**src/sv/trm_pkg.sv**
```systemverilog
// Shared widths, register indexes and controller/datapath interface types for the rate meter.
`timescale 1ns / 1ps

package trm_pkg;

  // Field widths.
  localparam int COUNT_W = 16;
  localparam int TIME_W  = 32;
  localparam int SPEED_W = 32;
  localparam int BPS_W   = 5;
  localparam int WIN_W   = 16;

  // Divider geometry: the dividend holds a 32-bit count times 1000.
  localparam int DIV_W   = 42;
  localparam int DVS_W   = 32;
  localparam int DCNT_W  = $clog2(DIV_W + 1);

  // Milliseconds per second.
  localparam int RATE_SCALE = 1000;

  // Register file.
  localparam int ADDR_W = 4;
  localparam int DATA_W = 32;
  localparam logic [1:0] REG_BITS_PER_SYM = 2'd0;
  localparam logic [1:0] REG_WINDOW_MS    = 2'd1;
  localparam logic [1:0] REG_AVG_MODE     = 2'd2;

  // Reset values of the registers.
  localparam logic [BPS_W-1:0] BPS_RESET = 5'd2;
  localparam logic [WIN_W-1:0] WIN_RESET = 16'd1000;

  // Commands from the controller to the datapath.
  typedef struct packed {
    logic load_in;    // capture the accepted request
    logic eval;       // span check, window restart or count accumulation
    logic prod;       // count times 1000
    logic div_start;  // launch the shared divider
    logic div_mean;   // divider operands: history sum and fill (else product and span)
    logic take_rate;  // capture the saturated rate from the divider
    logic push;       // write the rate into the history
    logic sweep;      // one step of the history summing pass
    logic take_mean;  // capture the mean from the divider
    logic scale;      // speed := mean times bits per symbol, saturated
    logic raw;        // speed := rate
    logic emit;       // load the output register
    logic upd;        // the emitted result closed a window
  } trm_cmd_t;

  // Status from the datapath to the controller.
  typedef struct packed {
    logic span_neg;
    logic win_hit;
    logic div_done;
    logic sweep_done;
    logic out_free;
  } trm_sts_t;

endpackage

```
**src/sv/trm_div.sv**
```systemverilog
// Restoring radix-2 divider, one quotient bit per cycle.
`timescale 1ns / 1ps

module trm_div
  import trm_pkg::*;
(
  input  logic              clk_i,
  input  logic              rst_ni,
  input  logic              start_i,
  input  logic [DIV_W-1:0]  dividend_i,
  input  logic [DVS_W-1:0]  divisor_i,
  output logic              done_o,
  output logic [DIV_W-1:0]  quot_o
);

  logic              busy_q;
  logic              done_q;
  logic [DCNT_W-1:0] cnt_q;
  logic [DVS_W-1:0]  rem_q;
  logic [DIV_W-1:0]  quo_q;
  logic [DVS_W-1:0]  dvs_q;

  logic [DVS_W:0]    trial;
  logic [DVS_W:0]    diff;
  logic              fits;

  assign trial = {rem_q, quo_q[DIV_W-1]};
  assign diff  = trial - {1'b0, dvs_q};
  assign fits  = trial >= {1'b0, dvs_q};

  always_ff @(posedge clk_i or negedge rst_ni) begin
    if (!rst_ni) begin
      busy_q <= 1'b0;
      done_q <= 1'b0;
      cnt_q  <= '0;
    end else if (start_i) begin
      busy_q <= 1'b1;
      done_q <= 1'b0;
      cnt_q  <= DCNT_W'(DIV_W);
    end else if (busy_q) begin
      cnt_q <= cnt_q - 1'b1;
      if (cnt_q == DCNT_W'(1)) begin
        busy_q <= 1'b0;
        done_q <= 1'b1;
      end
    end else begin
      done_q <= 1'b0;
    end
  end

  always_ff @(posedge clk_i) begin
    if (start_i) begin
      rem_q <= '0;
      quo_q <= dividend_i;
      dvs_q <= divisor_i;
    end else if (busy_q) begin
      rem_q <= fits ? diff[DVS_W-1:0] : trial[DVS_W-1:0];
      quo_q <= {quo_q[DIV_W-2:0], fits};
    end
  end

  assign done_o = done_q;
  assign quot_o = quo_q;

endmodule

```
**src/sv/trm_dp.sv**
```systemverilog
// Datapath: window state, history memory, summing pass, shared divider, scaling, output register.
`timescale 1ns / 1ps

module trm_dp
  import trm_pkg::*;
#(
  parameter int HISTORY_DEPTH = 10
)(
  input  logic               clk_i,
  input  logic               rst_ni,
  input  trm_cmd_t           cmd_i,
  output trm_sts_t           sts_o,
  input  logic [BPS_W-1:0]   bps_i,
  input  logic [WIN_W-1:0]   window_i,
  input  logic [COUNT_W-1:0] count_i,
  input  logic [TIME_W-1:0]  now_i,
  input  logic               out_ready_i,
  output logic               out_valid_o,
  output logic [SPEED_W-1:0] out_speed_o,
  output logic               out_upd_o
);

  localparam int FILL_W = $clog2(HISTORY_DEPTH + 1);
  localparam int HADDR_W = (HISTORY_DEPTH > 1) ? $clog2(HISTORY_DEPTH) : 1;
  localparam int SUM_W = SPEED_W + FILL_W;
  localparam int SCL_W = SPEED_W + BPS_W;

  // Request capture.
  logic [COUNT_W-1:0] count_q;
  logic [TIME_W-1:0]  now_q;

  // Measurement state.
  logic [TIME_W-1:0]  wstart_q;
  logic [SPEED_W-1:0] total_q;
  logic [SPEED_W-1:0] speed_q;
  logic [FILL_W-1:0]  fill_q;
  logic [HADDR_W-1:0] wptr_q;

  // Working registers.
  logic [DIV_W-1:0]   prod_q;
  logic [SPEED_W-1:0] rate_q;
  logic [SPEED_W-1:0] mean_q;
  logic [SUM_W-1:0]   acc_q;
  logic [FILL_W-1:0]  idx_q;
  logic               pend_q;
  logic [SPEED_W-1:0] rd_data_q;

  // Output register.
  logic               out_valid_q;
  logic [SPEED_W-1:0] out_speed_q;
  logic               out_upd_q;

  logic [SPEED_W-1:0] hist_mem [HISTORY_DEPTH];

  logic [TIME_W-1:0]  span;
  logic [WIN_W-1:0]   win;
  logic [SPEED_W:0]   tot_sum;
  logic [SPEED_W-1:0] tot_sat;
  logic [DIV_W-1:0]   quot;
  logic [SPEED_W-1:0] rate_sat;
  logic [SCL_W-1:0]   scaled;
  logic [DIV_W-1:0]   div_dividend;
  logic [DVS_W-1:0]   div_divisor;
  logic               div_done;
  logic               idx_live;

  assign span    = now_q - wstart_q;
  // A zero window behaves as one millisecond so the span divisor is never zero.
  assign win     = (window_i == '0) ? WIN_W'(1) : window_i;
  assign tot_sum = {1'b0, total_q} + (SPEED_W + 1)'(count_q);
  assign tot_sat = tot_sum[SPEED_W] ? '1 : tot_sum[SPEED_W-1:0];
  assign rate_sat = (|quot[DIV_W-1:SPEED_W]) ? '1 : quot[SPEED_W-1:0];
  assign scaled  = SCL_W'(mean_q) * SCL_W'(bps_i);
  assign idx_live = idx_q < fill_q;

  assign div_dividend = cmd_i.div_mean ? DIV_W'(acc_q) : prod_q;
  assign div_divisor  = cmd_i.div_mean ? DVS_W'(fill_q) : DVS_W'(span);

  trm_div u_div (
    .clk_i      (clk_i),
    .rst_ni     (rst_ni),
    .start_i    (cmd_i.div_start),
    .dividend_i (div_dividend),
    .divisor_i  (div_divisor),
    .done_o     (div_done),
    .quot_o     (quot)
  );

  // State that the reset defines.
  always_ff @(posedge clk_i or negedge rst_ni) begin
    if (!rst_ni) begin
      wstart_q    <= '0;
      total_q     <= '0;
      speed_q     <= '0;
      fill_q      <= '0;
      wptr_q      <= '0;
      pend_q      <= 1'b0;
      out_valid_q <= 1'b0;
    end else begin
      if (cmd_i.eval) begin
        if (span[TIME_W-1]) begin
          wstart_q <= now_q;
        end else begin
          total_q <= tot_sat;
        end
      end
      if (cmd_i.push) begin
        wptr_q <= (wptr_q == HADDR_W'(HISTORY_DEPTH - 1)) ? '0 : wptr_q + 1'b1;
        if (fill_q != FILL_W'(HISTORY_DEPTH)) begin
          fill_q <= fill_q + 1'b1;
        end
        pend_q <= 1'b0;
      end else if (cmd_i.sweep) begin
        pend_q <= idx_live;
      end
      if (cmd_i.scale) begin
        speed_q <= (|scaled[SCL_W-1:SPEED_W]) ? '1 : scaled[SPEED_W-1:0];
      end else if (cmd_i.raw) begin
        speed_q <= rate_q;
      end
      if (cmd_i.emit) begin
        out_valid_q <= 1'b1;
        if (cmd_i.upd) begin
          total_q  <= '0;
          wstart_q <= now_q;
        end
      end else if (out_ready_i) begin
        out_valid_q <= 1'b0;
      end
    end
  end

  // Payload registers.
  always_ff @(posedge clk_i) begin
    if (cmd_i.load_in) begin
      count_q <= count_i;
      now_q   <= now_i;
    end
    if (cmd_i.prod) begin
      prod_q <= DIV_W'(total_q) * DIV_W'(RATE_SCALE);
    end
    if (cmd_i.take_rate) begin
      rate_q <= rate_sat;
    end
    if (cmd_i.take_mean) begin
      mean_q <= quot[SPEED_W-1:0];
    end
    if (cmd_i.push) begin
      acc_q <= '0;
      idx_q <= '0;
    end else if (cmd_i.sweep) begin
      if (idx_live) begin
        idx_q <= idx_q + 1'b1;
      end
      if (pend_q) begin
        acc_q <= acc_q + SUM_W'(rd_data_q);
      end
    end
    if (cmd_i.emit) begin
      out_speed_q <= speed_q;
      out_upd_q   <= cmd_i.upd;
    end
  end

  // History memory: one write port, one registered read port.
  always_ff @(posedge clk_i) begin
    if (cmd_i.push) begin
      hist_mem[wptr_q] <= rate_q;
    end
    rd_data_q <= hist_mem[idx_q[HADDR_W-1:0]];
  end

  assign sts_o.span_neg   = span[TIME_W-1];
  assign sts_o.win_hit    = span >= TIME_W'(win);
  assign sts_o.div_done   = div_done;
  assign sts_o.sweep_done = (idx_q == fill_q) && !pend_q;
  assign sts_o.out_free   = !out_valid_q || out_ready_i;

  assign out_valid_o = out_valid_q;
  assign out_speed_o = out_speed_q;
  assign out_upd_o   = out_upd_q;

`ifndef SYNTHESIS
  a_fill_bound: assert property (@(posedge clk_i) disable iff (!rst_ni)
    fill_q <= FILL_W'(HISTORY_DEPTH))
    else $error("history fill count beyond depth");

  a_wptr_bound: assert property (@(posedge clk_i) disable iff (!rst_ni)
    32'(wptr_q) < HISTORY_DEPTH)
    else $error("history write pointer out of range");

  a_sweep_fill: assert property (@(posedge clk_i) disable iff (!rst_ni)
    cmd_i.sweep |=> (fill_q != '0) && $stable(fill_q))
    else $error("history changed or empty during summing pass");
`endif

endmodule

```
**src/sv/trm_ctrl.sv**
```systemverilog
// Controller state machine sequencing one request through the datapath.
`timescale 1ns / 1ps

module trm_ctrl
  import trm_pkg::*;
(
  input  logic     clk_i,
  input  logic     rst_ni,
  input  logic     in_valid_i,
  output logic     in_ready_o,
  input  logic     avg_mode_i,
  input  trm_sts_t sts_i,
  output trm_cmd_t cmd_o
);

  localparam logic [3:0] S_IDLE     = 4'd0;
  localparam logic [3:0] S_EVAL     = 4'd1;
  localparam logic [3:0] S_PROD     = 4'd2;
  localparam logic [3:0] S_DIV_RATE = 4'd3;
  localparam logic [3:0] S_WAIT_RATE = 4'd4;
  localparam logic [3:0] S_PUSH     = 4'd5;
  localparam logic [3:0] S_SUM      = 4'd6;
  localparam logic [3:0] S_DIV_MEAN = 4'd7;
  localparam logic [3:0] S_WAIT_MEAN = 4'd8;
  localparam logic [3:0] S_SCALE    = 4'd9;
  localparam logic [3:0] S_RAW      = 4'd10;
  localparam logic [3:0] S_EMIT     = 4'd11;

  logic [3:0] state_q, state_d;
  logic       upd_q, upd_d;

  always_comb begin
    state_d = state_q;
    upd_d   = upd_q;
    cmd_o   = '0;
    cmd_o.upd = upd_q;
    case (state_q)
      S_IDLE: begin
        if (in_valid_i) begin
          cmd_o.load_in = 1'b1;
          state_d = S_EVAL;
        end
      end
      S_EVAL: begin
        cmd_o.eval = 1'b1;
        if (!sts_i.span_neg && sts_i.win_hit) begin
          upd_d   = 1'b1;
          state_d = S_PROD;
        end else begin
          upd_d   = 1'b0;
          state_d = S_EMIT;
        end
      end
      S_PROD: begin
        cmd_o.prod = 1'b1;
        state_d = S_DIV_RATE;
      end
      S_DIV_RATE: begin
        cmd_o.div_start = 1'b1;
        state_d = S_WAIT_RATE;
      end
      S_WAIT_RATE: begin
        if (sts_i.div_done) begin
          cmd_o.take_rate = 1'b1;
          state_d = avg_mode_i ? S_PUSH : S_RAW;
        end
      end
      S_PUSH: begin
        cmd_o.push = 1'b1;
        state_d = S_SUM;
      end
      S_SUM: begin
        cmd_o.sweep = 1'b1;
        if (sts_i.sweep_done) begin
          state_d = S_DIV_MEAN;
        end
      end
      S_DIV_MEAN: begin
        cmd_o.div_start = 1'b1;
        cmd_o.div_mean  = 1'b1;
        state_d = S_WAIT_MEAN;
      end
      S_WAIT_MEAN: begin
        if (sts_i.div_done) begin
          cmd_o.take_mean = 1'b1;
          state_d = S_SCALE;
        end
      end
      S_SCALE: begin
        cmd_o.scale = 1'b1;
        state_d = S_EMIT;
      end
      S_RAW: begin
        cmd_o.raw = 1'b1;
        state_d = S_EMIT;
      end
      S_EMIT: begin
        if (sts_i.out_free) begin
          cmd_o.emit = 1'b1;
          state_d = S_IDLE;
        end
      end
      default: begin
        state_d = S_IDLE;
      end
    endcase
  end

  always_ff @(posedge clk_i or negedge rst_ni) begin
    if (!rst_ni) begin
      state_q <= S_IDLE;
      upd_q   <= 1'b0;
    end else begin
      state_q <= state_d;
      upd_q   <= upd_d;
    end
  end

  assign in_ready_o = state_q == S_IDLE;

endmodule

```
**src/sv/throughput_rate_meter_core.sv**
```systemverilog
// Top level of the throughput rate meter: register file, controller and datapath.
`timescale 1ns / 1ps
//
// Channel   Direction  Payload
// s_axis    in         tdata[15:0] symbol_count, tdata[47:16] now_ms
// m_axis    out        tdata[31:0] speed, tuser[0] updated
// apb       in/out     0x0 bits_per_symbol, 0x4 window_ms, 0x8 averaging_mode
//
// A request that does not close a window goes from the span check straight to
// the output. A closing request in raw mode runs the product, the rate pass of
// the 42-step shared divider and the raw copy; in averaging mode it instead
// writes the rate into the history, adds the history summing pass (one entry
// per cycle through the memory read port) over all entries including the new
// rate, a second divider pass for the mean, and the scaling by bits per symbol.
// All control state clears asynchronously on rst_ni; the history starts empty.
// One request is in flight at a time; a finished result waits in the output
// register while the next request is accepted, and a stalled output only holds
// back the request whose result needs that register.

module throughput_rate_meter_core
  import trm_pkg::*;
#(
  parameter int HISTORY_DEPTH = 10
)(
  input  logic                clk_i,
  input  logic                rst_ni,
  // Input stream.
  input  logic                s_axis_tvalid_i,
  output logic                s_axis_tready_o,
  input  logic [47:0]         s_axis_tdata_i,   // [15:0] symbol_count, [47:16] now_ms
  // Result stream.
  output logic                m_axis_tvalid_o,
  input  logic                m_axis_tready_i,
  output logic [31:0]         m_axis_tdata_o,   // [31:0] speed
  output logic [0:0]          m_axis_tuser_o,   // [0] updated
  // Register port.
  input  logic                psel,
  input  logic                penable,
  input  logic                pwrite,
  input  logic [ADDR_W-1:0]   paddr,
  input  logic [DATA_W-1:0]   pwdata,
  output logic [DATA_W-1:0]   prdata,
  output logic                pready
);

  logic [BPS_W-1:0] bps_q;
  logic [WIN_W-1:0] window_q;
  logic             avg_q;

  trm_cmd_t cmd;
  trm_sts_t sts;
  logic     wr_en;
  logic     upd;

  // The register file is written on the access phase of a write; pready is
  // tied high so every transfer completes without wait states.
  assign pready = 1'b1;
  assign wr_en  = psel && penable && pwrite;

  always_ff @(posedge clk_i or negedge rst_ni) begin
    if (!rst_ni) begin
      bps_q    <= BPS_RESET;
      window_q <= WIN_RESET;
      avg_q    <= 1'b1;
    end else if (wr_en) begin
      case (paddr[3:2])
        REG_BITS_PER_SYM: bps_q    <= pwdata[BPS_W-1:0];
        REG_WINDOW_MS:    window_q <= pwdata[WIN_W-1:0];
        REG_AVG_MODE:     avg_q    <= pwdata[0];
        default: begin
        end
      endcase
    end
  end

  always_comb begin
    case (paddr[3:2])
      REG_BITS_PER_SYM: prdata = DATA_W'(bps_q);
      REG_WINDOW_MS:    prdata = DATA_W'(window_q);
      REG_AVG_MODE:     prdata = DATA_W'(avg_q);
      default:          prdata = '0;
    endcase
  end

  // The controller walks each request through span check, rate division,
  // history update and averaging; the datapath holds all arithmetic and state.
  trm_ctrl u_ctrl (
    .clk_i      (clk_i),
    .rst_ni     (rst_ni),
    .in_valid_i (s_axis_tvalid_i),
    .in_ready_o (s_axis_tready_o),
    .avg_mode_i (avg_q),
    .sts_i      (sts),
    .cmd_o      (cmd)
  );

  trm_dp #(
    .HISTORY_DEPTH (HISTORY_DEPTH)
  ) u_dp (
    .clk_i       (clk_i),
    .rst_ni      (rst_ni),
    .cmd_i       (cmd),
    .sts_o       (sts),
    .bps_i       (bps_q),
    .window_i    (window_q),
    .count_i     (s_axis_tdata_i[15:0]),
    .now_i       (s_axis_tdata_i[47:16]),
    .out_ready_i (m_axis_tready_i),
    .out_valid_o (m_axis_tvalid_o),
    .out_speed_o (m_axis_tdata_o),
    .out_upd_o   (upd)
  );

  assign m_axis_tuser_o = upd;

`ifndef SYNTHESIS
  a_one_in_flight: assert property (@(posedge clk_i) disable iff (!rst_ni)
    s_axis_tvalid_i && s_axis_tready_o |=> !s_axis_tready_o)
    else $error("second request accepted while one is in flight");
`endif

endmodule
```
**config.mk**
```make
export PLATFORM = sky130hd
export DESIGN_NAME = throughput_rate_meter_core
export DESIGN_NICKNAME = d
export VERILOG_FILES = /design/src/sv/trm_pkg.sv /design/src/sv/trm_div.sv /design/src/sv/trm_dp.sv /design/src/sv/trm_ctrl.sv /design/src/sv/throughput_rate_meter_core.sv
export SDC_FILE = /design/constraint.sdc
export NUM_CORES = 2
export LEC_CHECK = 0
export ABC_AREA = 1
export BUFFER_PORTS_ARGS = -buffer_cell sky130_fd_sc_hd__buf_4
export CELL_PAD_IN_SITES_DETAIL_PLACEMENT = 1
export CELL_PAD_IN_SITES_GLOBAL_PLACEMENT = 1
export CORE_UTILIZATION = 45
export CTS_CLUSTER_SIZE = 20
export DETAILED_ROUTE_END_ITERATION = 8
export PLACE_DENSITY = 0.85
export SETUP_SLACK_MARGIN = 0.02
export SLEW_MARGIN = 40
export SYNTH_ARGS = -nofsm -noshare
export SYNTH_HDL_FRONTEND = slang
export SYNTH_SLANG_ARGS = --single-unit
```
**constraint.sdc**
```tcl
create_clock -name clk_i -period 9.33 [get_ports clk_i]
set_input_delay 0.933 -clock clk_i [delete_from_list [all_inputs] [get_ports clk_i]]
set_output_delay 0.933 -clock clk_i [all_outputs]
set_load 0.02 [all_outputs]
```
# Word-level counts from Yosys, hierarchy flattened
# Memories as Yosys holds them, arrays and structs flattened. A register that Yosys moved wholly into a read port is not among the register bits.
# Cells that the tools add are included.
# Widths: inputs -> output; s select.
op_classes:
  n_addsub: 8
  mul: 2
  mux: 58
  eq_ne: 23
  reduce_logical: 26
  n_lt_le_gt_ge: 3
op_table:
  columns: ["cell", "count"]
  rows:
  - ["$mux 32", 13]
  - ["$mux 42", 3]
  - ["$sub 32x32->32", 2]
  - ["$pmux 16 s3", 1]
  - ["$pmux 4 s11", 1]
  - ["$mul 32x7->39 const B", 1]
  - ["$mul 32x5->37", 1]
  - ["$add 36x32->36", 1]
  - ["$mux 4", 9]
  - ["$add 32x16->33", 1]
  - ["$ge 33x32->1", 1]
  - ["$ge 32x16->1", 1]
  - ["$mux 1", 28]
  - ["$eq 4x4->1 const B", 5]
  - ["$eq 4x3->1 const B", 4]
  - ["$logic_not 16->1", 1]
  - ["$mux 16", 1]
  - ["$add 4x1->4 const B", 3]
  - ["$mux 6", 2]
  - ["$reduce_and 2->1", 6]
  - ["$reduce_or 10->1", 1]
  - ["$eq 4x2->1 const B", 2]
  - ["$reduce_bool 2->1", 4]
  - ["$eq 6x1->1 const B", 1]
  - ["18 further kinds", 27]
totals:
  out_inout_bits: 68
  n_memories: 1
  in_bits: 91
  ramBits: 320
  register_bits: 471
mem_list:
  columns: ["name", "words", "word_bits", "rd", "rd_ports_with_merged_regs", "wr", "line", "text"]
  rows:
  - ["u_dp.hist_mem", 10, 32, 1, 1, 1, "trm_dp.sv:53", "logic [SPEED_W-1:0] hist_mem [HISTORY_DEPTH];"]

# Longest topological paths before layout
depth:
  depth_word: 6
  depth_mapped: 28
  mapped_depth_nobuf: 28

# Hierarchy
# From an unflattened synthesis, not the netlist that was laid out.
hier_totals:
  cells_unflattened: 5820
  area_unflattened_um2: 50982.6
by_module_without_submodules:
  columns: ["module", "cells_per_inst", "seq_area_each_um2", "instances", "area_each_um2"]
  rows:
  - ["trm_dp", 4526, 19228.4, 1, 41860.1]
  - ["trm_div", 1039, 3062.9, 1, 7387.1]
  - ["throughput_rate_meter_core", 164, 560.5, 1, 1197.4]
  - ["trm_ctrl", 91, 125.1, 1, 538.0]

# Worst setup path before layout
# No wires, ideal clock.
synth_timing:
  path_type: "input-to-reg"
  from: "input port s_axis_tvalid_i"
  to: "register u_dp.count_q[0] (enable)"
  stages: 2
  n_path_buf: 0
  t_required_ns: 8.817
  path_slack_ns: 4.545
  arrival_time_ns: 4.272
  path_cell_list: "inv_1 > nor3_1"
synth_rtl:
  columns: ["element", "line", "text"]
  rows:
  - ["from (decl)", "throughput_rate_meter_core.sv:28", "input logic s_axis_tvalid_i,"]
  - ["to (signal assigned)", "trm_dp.sv:136", "count_q <= count_i;"]
  - ["to (decl)", "trm_dp.sv:29", "logic [COUNT_W-1:0] count_q;"]

# Worst setup path after layout
layout_timing:
  from: "register bps_q[3]"
  to: "register u_dp.speed_q[6]"
layout_via:
  elab_chain_cells: 4
layout_rtl:
  columns: ["element", "line", "text"]
  rows:
  - ["from (decl)", "throughput_rate_meter_core.sv:46", "logic [BPS_W-1:0] bps_q;"]
  - ["from (signal assigned)", "throughput_rate_meter_core.sv:67", "REG_BITS_PER_SYM: bps_q <= pwdata[BPS_W-1:0];"]
  - ["$mul 32x5->37 (*)", "trm_dp.sv:73", "assign scaled = SCL_W'(mean_q) * SCL_W'(bps_i);"]
  - ["$reduce_or 5->1", "trm_dp.sv:117", "speed_q <= (|scaled[SCL_W-1:SPEED_W]) ? '1 : scaled[SPEED_W-1:0];"]
  - ["$mux 32 (*)", "trm_dp.sv:117", null]
  - ["$mux 32 (*)", "trm_dp.sv:116", "if (cmd_i.scale) begin"]
  - ["to (signal assigned)", "trm_dp.sv:117", null]
  - ["to (signal assigned)", "trm_dp.sv:119", "speed_q <= rate_q;"]
  - ["to (decl)", "trm_dp.sv:35", "logic [SPEED_W-1:0] speed_q;"]
# Mark *: on every way between the ends. The rest lies on a longest branch, timed or not.
# A chain may end at the register's enable or synchronous reset.

==> results.md <==
Synth:
- The netlist uses 70 different library cells.
- The synthesized netlist devotes 12.11% of its cell area to compound gates.
- The combinational family with the most area after synthesis is simple AND/OR/NAND/NOR gates.
- The adder-cell share of the synthesized area is 15.19%.
- By area the synthesized netlist is led by edfxtp_1, fa_1, nand2_1.
- The share of synthesized area in the top cell type comes to 34.82%.
- The proportion of synthesized chip area in sequential cells is 46.09%.
- After synthesis the netlist holds a flip-flop and latch count of just over 800.
- The yosys synthesis warning count is 0.
- The share of synthesized area spent on multiplexers is 0%.
- After synthesis, the mean cell area works out to 9.174 sq um.
- The number of synthesized flops with an enable pin is roughly 580.
- By instance count, the leading cell after synthesis is nand2_1.
- The synthesized netlist devotes 2.352% of its cell area to XOR and XNOR gates.
- The synthesized design spends more area on one cell type than any other, namely edfxtp_1.
- The cell area after synthesis is 0.04985 sq mm.
- The commonest cells after synthesis are nand2_1, inv_1, edfxtp_1.
- The most used flip-flop cell after synthesis is edfxtp_1.
- Summing the areas of all and, or, nand and nor instances in the mapped netlist gives 15.75% of the synthesized area.
- The share of flip-flops with an asynchronous set or reset is 17.13%.
- The gate count of the mapped netlist is 5434.

Hold path:
- In this run the worst hold path is classified as in2async.

Global routing:
- After global routing the overflow that remains totals 0.
- The number of antenna violations at the first check in global routing was 7.
- The number of global-route vias before repair is 43270.
- The aggregate global-route resource usage is 28.58%.
- The largest net degree at the start of global routing is 108.
- The wire length of the first global-routing pass is 248400 um.

Setup path:
- The worst setup path is captured at a flip-flop.
- STA puts the critical path data arrival time at 6.52 ns.
- The critical path required time is around 9.9 ns.
- The type of the setup path with the least slack is reg2reg.
- Along the worst path, the maximum fanout reaches 32.
- The worst setup path is launched from a flip-flop.

Placement:
- The number of buffers inserted by port buffering is 123.
- The final weighted congestion in routability-driven placement is 0.9250.
- The placed wire-length estimate is roughly 110000 um.
- Prior to clock tree synthesis, the placed netlist has a worst setup slack of ~3.7 ns.

Clock network:
- The number of clock sinks is between 800 and 900.
- The post-CTS setup repair buffer count is 0.
- The clock tree from TritonCTS is built.
- The count of hold buffers inserted by post-cts repair is 0.
- The later-pin clock latency in the skew report is approximately 0.71 ns.
- The worst-case clock buffer depth is 3.
- After clock tree synthesis, the clock-pin slew on the worst setup and hold paths is 0.06 ns.
- The tree is rooted in a clkbuf_16.
- TritonCTS created 89 clock buffers.
- The number of levels the H-tree was split into is 3.
- Post-CTS repair changed the size of 0 cells.

Floorplan:
- The x dimension of the die is 334.8 um.
- The number of placed I/O pins is 159.
- The effective utilization at floorplan is 45.61%.
- The height of the die is 334.8 um.
- The die area is 0.1121 sq mm.
- In this run the core area contains 121 standard-cell rows.
- The core region area is about 0.11 sq mm.

Run:
- Across the run, the number of max-cap violations was 0.

Drt:
- The vias after detailed routing is 40340.
- In this run the remaining antenna-violating nets after routing total 0.
- The post-detailed-route via-to-cell ratio is roughly 5.7.
- The total length of routed wires is 160100 um.
- In the final routed layout, each cell accounts on average for 22.65 um.
- For this run, the detailed router's first-pass iteration total came to 5.
- The detailed router's first-iteration violation count is approximately 3700.
- The remaining routing DRC violations is 0.

STA:
- The setup slack after layout is 3.388 ns.
- Setup repair after global routing left no endpoint under its margin.
- The worst path in the final design needs a cycle of 5.942 ns, including I/O delays and setup.
- In this run the tightest slew margin relative to its limit is 41.84%.
- The final critical path takes up 63.69% of the cycle.
- The transition time at the pin with the least slew margin is between 0.8 and 0.9 ns.
- Adding up every negative setup slack in the final design gives 0 ns.
- The total of endpoints with negative setup slack in the final report is 0.
- The worst clock skew is 0.05699 ns.
- The count of endpoints failing hold in the final timing report is 0.
- The upper clock frequency limit is 168.3 MHz.
- The max-slew violation count is 0.

Final layout:
- The fraction of final layout cells with drive strength greater than 1 is between 7 and 8%.
- From synthesis to final layout, the design area changed by 11.21%.
- For this run, the post-layout net count is 6089.

Outcome:
- The flow ran to the end, and the final reports show no timing, DRC or antenna violations.
==> final timing paths <==
| kind | start | endpoint | slack [ns] | depth (start not counted) |
|---|---|---|---|---|
| min in group clk_i | s_axis_tdata_i[27] | u_dp.now_q[11]$_DFFE_PP_ | 0.41 | 1 |
| min | rst_ni | u_dp.speed_q[27]$_DFFE_PN0P_ | 0.13 | 1 |
| max in group asynchronous | rst_ni | u_dp.fill_q[2]$_DFFE_PN0P_ | 8.12 | 2 |
| max reg2reg | bps_q[3]$_DFFE_PN0P_ | u_dp.speed_q[6]$_DFFE_PN0P_ | 3.39 | 23 |
| min reg2reg | u_dp.speed_q[18]$_DFFE_PN0P_ | u_dp.out_speed_o[18]$_DFFE_PP_ | 0.45 | 0 |
| max | bps_q[3]$_DFFE_PN0P_ | u_dp.speed_q[6]$_DFFE_PN0P_ | 3.39 | 23 |
==> per-layer routing <==
| metal | track usage (%) | up-vias | part of all wire [%] |
|---|---|---|---|
| met4 | 11.62 | 8 | 4.2 |
| met5 | 0 | - | 0.032 |
| met1 | 35.79 | 20200 | 40 |
| met3 | 4.528 | 392 | 6.7 |
| met2 | 49.14 | 1564 | 49 |
| li1 | - | 18180 | - |
==> registers in the layout, summed over array words and instances (netlist names), 36 cells and up <==
signal and flops:
u_dp.acc_q 36, u_dp.hist_mem 320, u_dp.prod_q 39, u_dp.u_div.quot_o 42
==> final cells by class <==
cell class                      count  area [sq um]
Multi-Input combinational cell   3546         22840
Sequential cell                   823         22990
Tap cell                         1476          1847
Fill cell                       12550         53870
Clock buffer                      108          2369
Inverter                          897          3378
Timing Repair Buffer              163          1310
Clock inverter                     58         701.9
Antenna cell                        1         2.502
==> layout by cell type (no fill, tap or decap), drive strengths merged, types with 9 or more instances in the layout <==
cell type	n
a21o	13
a21oi	310
a31oi	29
buf	163
bufinv	9
clkbuf	108
clkinv	41
conb	17
dfrtp	133
dfxtp	104
edfxtp	578
fa	212
ha	266
inv	898
nand2	951
nand3	199
nand3b	10
nand4	75
nor2	573
nor3	37
nor4	15
o211ai	54
o21a	13
o21ai	486
o21bai	16
o221ai	65
o22ai	28
xnor2	49
xor2	84
==> through the flow <==
step | std cells | utilization (%) | hold WS, ns | cell area (sq um)
after floorplan | 5449 | - | 0.4253 | 49910
after global placement | 6900 | 47.78 | 0.4324 | 52230
after detailed placement | 6904 | 47.88 | 0.4348 | 52340
after CTS | 7070 | 50.69 | 0.3007 | 55410
after global routing | 7071 | 50.72 | 0.1498 | 55440
final | 7072 | 50.72 | 0.1303 | 55440
==> critical path, stage by stage, from the launching register on <==
cell,delay (ns)
dfrtp_1,0.39
buf_4,0.42
nand2_1,0.13
inv_1,0.14
fa_1,0.46
fa_1,0.58
inv_1,0.11
fa_1,0.60
inv_1,0.06
ha_1,0.43
a21oi_2,0.29
o21ai_0,0.17
a21oi_2,0.19
o21ai_2,0.10
nand2_1,0.08
nand2_2,0.09
nand3_2,0.09
nand2_1,0.05
nand2_1,0.08
nand2_2,0.07
nor2_4,0.63
nand4_1,0.31
nand2_1,0.23
nand2_1,0.07
==> kinds of logic (layout without fill, tap and decap cells) <==
group                      Yosys count  after routing
adders and majority gates          478            478
other                                2             18
DFF                                823            823
and+or+nand+nor                   1871           1871
AOI/OAI and AO/OA                 1047           1047
xor gates and xnor gates           133            133
buffers and inverters             1080           1226
Power is left out: the tool's default activity adds up to more than one toggle a clock period on the data nets, which glitch-free logic cannot reach.
